File: src/design/clook_request_scheduler_assert.svh
// Assertion macros for the C-LOOK request scheduler.
// Used by the top level only; no other dependencies.
`ifndef CLOOK_REQUEST_SCHEDULER_ASSERT_SVH
`define CLOOK_REQUEST_SCHEDULER_ASSERT_SVH

// Implication checked on every clock edge outside reset.
`define CLK_ASSERT_IMP(label, ante, cons, msg) \
    label: assert property (@(posedge clk) disable iff (!rst_n) (ante) |-> (cons)) \
        else $error(msg);

// Next-cycle implication checked outside reset.
`define CLK_ASSERT_NEXT(label, ante, cons, msg) \
    label: assert property (@(posedge clk) disable iff (!rst_n) (ante) |=> (cons)) \
        else $error(msg);

`endif

File: src/design/clook_pkg.sv
// Shared types and constants for the C-LOOK request scheduler.
// No dependencies.
package clook_pkg;

    localparam int QUEUE_DEPTH = 32;
    localparam int SECTOR_BITS = 48;
    localparam int TAG_BITS    = 8;
    localparam int LEN_BITS    = 16;
    localparam int CNT_BITS    = $clog2(QUEUE_DEPTH + 1);
    localparam int IDX_BITS    = $clog2(QUEUE_DEPTH);

    typedef enum logic [1:0] {
        MODE_ADD      = 2'd0,
        MODE_DISPATCH = 2'd1,
        MODE_REMOVE   = 2'd2,
        MODE_NONE     = 2'd3
    } mode_t;

    typedef enum logic [1:0] {
        ST_OK        = 2'd0,
        ST_FULL      = 2'd1,
        ST_EMPTY     = 2'd2,
        ST_NOT_FOUND = 2'd3
    } status_t;

    typedef enum logic [1:0] {
        EX_IDLE    = 2'd0,
        EX_EXECUTE = 2'd1,
        EX_REPORT  = 2'd2
    } exec_state_t;

    typedef struct packed {
        mode_t                  mode;
        logic [TAG_BITS-1:0]    tag;
        logic [SECTOR_BITS-1:0] sector;
        logic [LEN_BITS-1:0]    length;
    } cmd_t;

    typedef struct packed {
        status_t                status;
        logic                   grant_valid;
        logic [TAG_BITS-1:0]    grant_tag;
        logic [SECTOR_BITS-1:0] grant_sector;
        logic [LEN_BITS-1:0]    grant_length;
        logic [CNT_BITS-1:0]    pending_count;
        logic                   queue_empty;
    } result_t;

endpackage

File: src/design/clook_cmd_fifo.sv
// Two-entry request queue between the front end and the sorted-cell engine.
// Depends on clook_pkg.
module clook_cmd_fifo
(
    input  logic            clk,
    input  logic            rst_n,
    input  logic            in_valid,
    output logic            in_ready,
    input  clook_pkg::cmd_t in_cmd,
    output logic            out_valid,
    input  logic            out_ready,
    output clook_pkg::cmd_t out_cmd
);

    clook_pkg::cmd_t slot_reg [2];
    logic            wr_ptr_reg;
    logic            rd_ptr_reg;
    logic [1:0]      fill_reg;
    logic            push;
    logic            pop;

    assign in_ready  = (fill_reg != 2'd2);
    assign out_valid = (fill_reg != 2'd0);
    assign out_cmd   = slot_reg[rd_ptr_reg];
    assign push      = in_valid && in_ready;
    assign pop       = out_valid && out_ready;

    always_ff @(posedge clk)
    begin
        if (push)
        begin
            slot_reg[wr_ptr_reg] <= in_cmd;
        end
    end

    always_ff @(posedge clk or negedge rst_n)
    begin
        if (!rst_n)
        begin
            wr_ptr_reg <= 1'b0;
            rd_ptr_reg <= 1'b0;
            fill_reg   <= 2'd0;
        end
        else
        begin
            if (push)
            begin
                wr_ptr_reg <= ~wr_ptr_reg;
            end
            if (pop)
            begin
                rd_ptr_reg <= ~rd_ptr_reg;
            end
            fill_reg <= fill_reg + {1'b0, push} - {1'b0, pop};
        end
    end

endmodule

File: config.mk
export PLATFORM = sky130hd
export DESIGN_NAME = clook_cmd_fifo
export DESIGN_NICKNAME = d
export VERILOG_FILES = /design/src/design/clook_request_scheduler_assert.svh /design/src/design/clook_pkg.sv /design/src/design/clook_cmd_fifo.sv
export SDC_FILE = /design/constraint.sdc
export NUM_CORES = 1
export LEC_CHECK = 0
export BUFFER_PORTS_ARGS = -buffer_cell sky130_fd_sc_hd__buf_4
export CORE_MARGIN = 5
export CORE_UTILIZATION = 50
export DETAILED_ROUTE_END_ITERATION = 12
export PLACE_DENSITY = 0.76
export SYNTH_ARGS = -nofsm -noshare
export SYNTH_HDL_FRONTEND = slang
export SYNTH_SLANG_ARGS = --single-unit
File: constraint.sdc
create_clock -name clk -period 5.5 [get_ports clk]
set_clock_uncertainty 0.05 [all_clocks]
set_input_delay 0.55 -clock clk [delete_from_list [all_inputs] [get_ports clk]]
set_output_delay 0.55 -clock clk [all_outputs]
set_load 0.02 [all_outputs]
==> reports/metrics.cfg <==
[clock_network]
htree_num_levels = 4
clockRootBuffer = clkbuf_16
clock_sinks = 152
clock_latency_ns = 0.40
clockBufferDepth = 2
numCtsBuffers = 17
cts_tree = yes
cts.repair.resized = 0
path_clk_slew_ns = 0.06

[floorplanning]
die_width_um = 117
placementRows = 39
fp.dieArea_um2 = 13700
initial_core_util_pct = 50.7
pin_count = 154
die_height_um = 117
coreArea_um2 = 11300

[global_routing]
track_usage_pct = 14.9
grt_max_degree = 75
antenna_found_initial = 0
grt_overflow = 0
grt_pass1_vias = 2984
grt_pass1_wl_mm = 15.0

[final_layout]
layout.nets = 494
layout_common_cells = buf_4, edfxtp_1, mux2_4, mux2_2, clkbuf_16
layout-drive-gt1-share_pct = 61.6
layout_commonest_cell = buf_4
area_growth_pct = 33.2
antennaDiodeCount = 0
final_util_pct = 67.5
largest_register_ffs = 148

[routing]
drt-initial-drc-count = 84
firstDrtPassIters = 4
wl_mm = 9.79
ant_nets = 0
avgViaCountPerCell = 4.90
vias = 2793
post_drt_wl_per_cell_um = 17.2
drc = 0

[synth]
synth.distinct_cells = 16
yosys_warnings = 0
synthTopCellsByArea = edfxtp_1, mux2_4, mux2_2, dfrtp_1, buf_6
synth.top_cell.area_share_pct = 77.4
avgSynthCellArea_um2 = 23.2
synth_area_leader_cell = edfxtp_1
synth_seq_cells = 152
synth_area_um2 = 5740
synth_fp_nets = 327
ys_seq_area_share_pct = 79.2
netlist_instances = 247

[placement]
port_buffers = 153
gp_congestion = 0.668
hpwl_mm = 6.58

[power]
p_per_area_nw_per_um2 = 572
p_leak_nw = 3.01
ir_drop_v = 0.000336

[sta]
finalSetupTns_ns = 0
period_share_pct = 55.8
rsz0062_at_grt = false
setup_viol = 0
layout_min_cycle_time_ns = 3.07
maxSlewHeadroom_pct = 31.9
max_freq_mhz = 326
drv_slew = 0
hold_violations = 0
tightest_slew_ns = 1.02

[setup_path]
crit_type = reg2out
required_ns = 4.90
path_max_fanout = 39
end_kind = output pin
worst_ep_arrival_time_ns = 2.47
crit_path_start_kind = flip-flop

[hold_path]
worst_hold_path_type = in2reg

[outcome]
status = complete, no violations

[run]
maxCapViolCount = 0

final timing paths:
check,start,end,slack (ns),depth (start not counted)
max,rd_ptr_reg$_DFFE_PN0P_,out_cmd[1],2.43,3
min,in_cmd[12],slot_reg[0][12]$_DFFE_PP_,0.27,1
max reg2reg,fill_reg[1]$_DFF_PN0_,slot_reg[0][11]$_DFFE_PP_,3.13,4
min reg2reg,fill_reg[0]$_DFF_PN0_,fill_reg[0]$_DFF_PN0_,0.49,1
max in group asynchronous,rst_n,rd_ptr_reg$_DFFE_PN0P_,4.84,2
min in group asynchronous,rst_n,fill_reg[0]$_DFF_PN0_,0.44,2
routing by layer:
metal  vias up  GRT usage [%]  part of all wire, %  wire (um)
met5         -              0                    0          0
met4         0           5.96                  1.2        120
met3        14           6.17                  9.0        879
met2       104           25.2                   52       5100
met1      1362           17.0                   38       3690
li1       1313              -                    -          -
synth_stat cells:
library cell,instances
edfxtp_1,148
mux2_4,50
mux2_2,24
buf_6,6
dfrtp_1,4
xnor2_1,3
buf_2,2
ha_1,2
and2_1,1
and3_1,1
inv_1,1
nand2_1,1
nand2b_1,1
nor2_1,1
or2_1,1
xor2_1,1
what timing repair did:
action,in CTS,in global routing
hold endpoints to repair,4,0
buffers inserted,0,0
hold buffers,1,0
worst max-delay path, stage by stage, from the launching register on:
cell and delay (ns):
dfrtp_4 0.79, buf_4 0.68, mux2_2 0.40, buf_4 0.15
kinds of logic (layout without fill, tap and decap cells):
family,Yosys count,after routing,synth area share (%)
simple gates,6,6,0.567
xor+xnor,4,4,0.611
flops,152,152,79.2
mux,74,74,17.8
fa+ha+maj,2,2,0.436
buf+inv,9,189,1.42
where the power goes:
group,leakage (nW),internal (mW),switching (mW)
registers,1.42,1.59,0.125
clock network,0.287,0.730,0.440
logic,1.30,0.734,0.753
layout make-up:
type,instances,area [um^2]
tap,143,179
clock buffer,19,443
timing repair buffer,156,1170
fill,752,3680
inverter,1,3.75
sequential,152,4550
multi-input combinational,86,1130
clock inverter,13,169
per-stage QoR:
stage | std cells | power, mW | hold slack (ns) | worst slack [ns] | cell area, um^2
2_1_floorplan | 247 | 2.73 | 0.204 | 1.10 | 5740
3_3_place_gp | 537 | 3.23 | 0.299 | 2.84 | 7020
3_5_place_dp | 537 | 3.26 | 0.301 | 2.83 | 7020
4_1_cts | 570 | 4.43 | 0.255 | 2.39 | 7640
5_1_grt | 570 | 4.58 | 0.247 | 2.29 | 7640
6_report | 570 | 4.37 | 0.274 | 2.43 | 7640
Power figures use the tool's default switching activity.
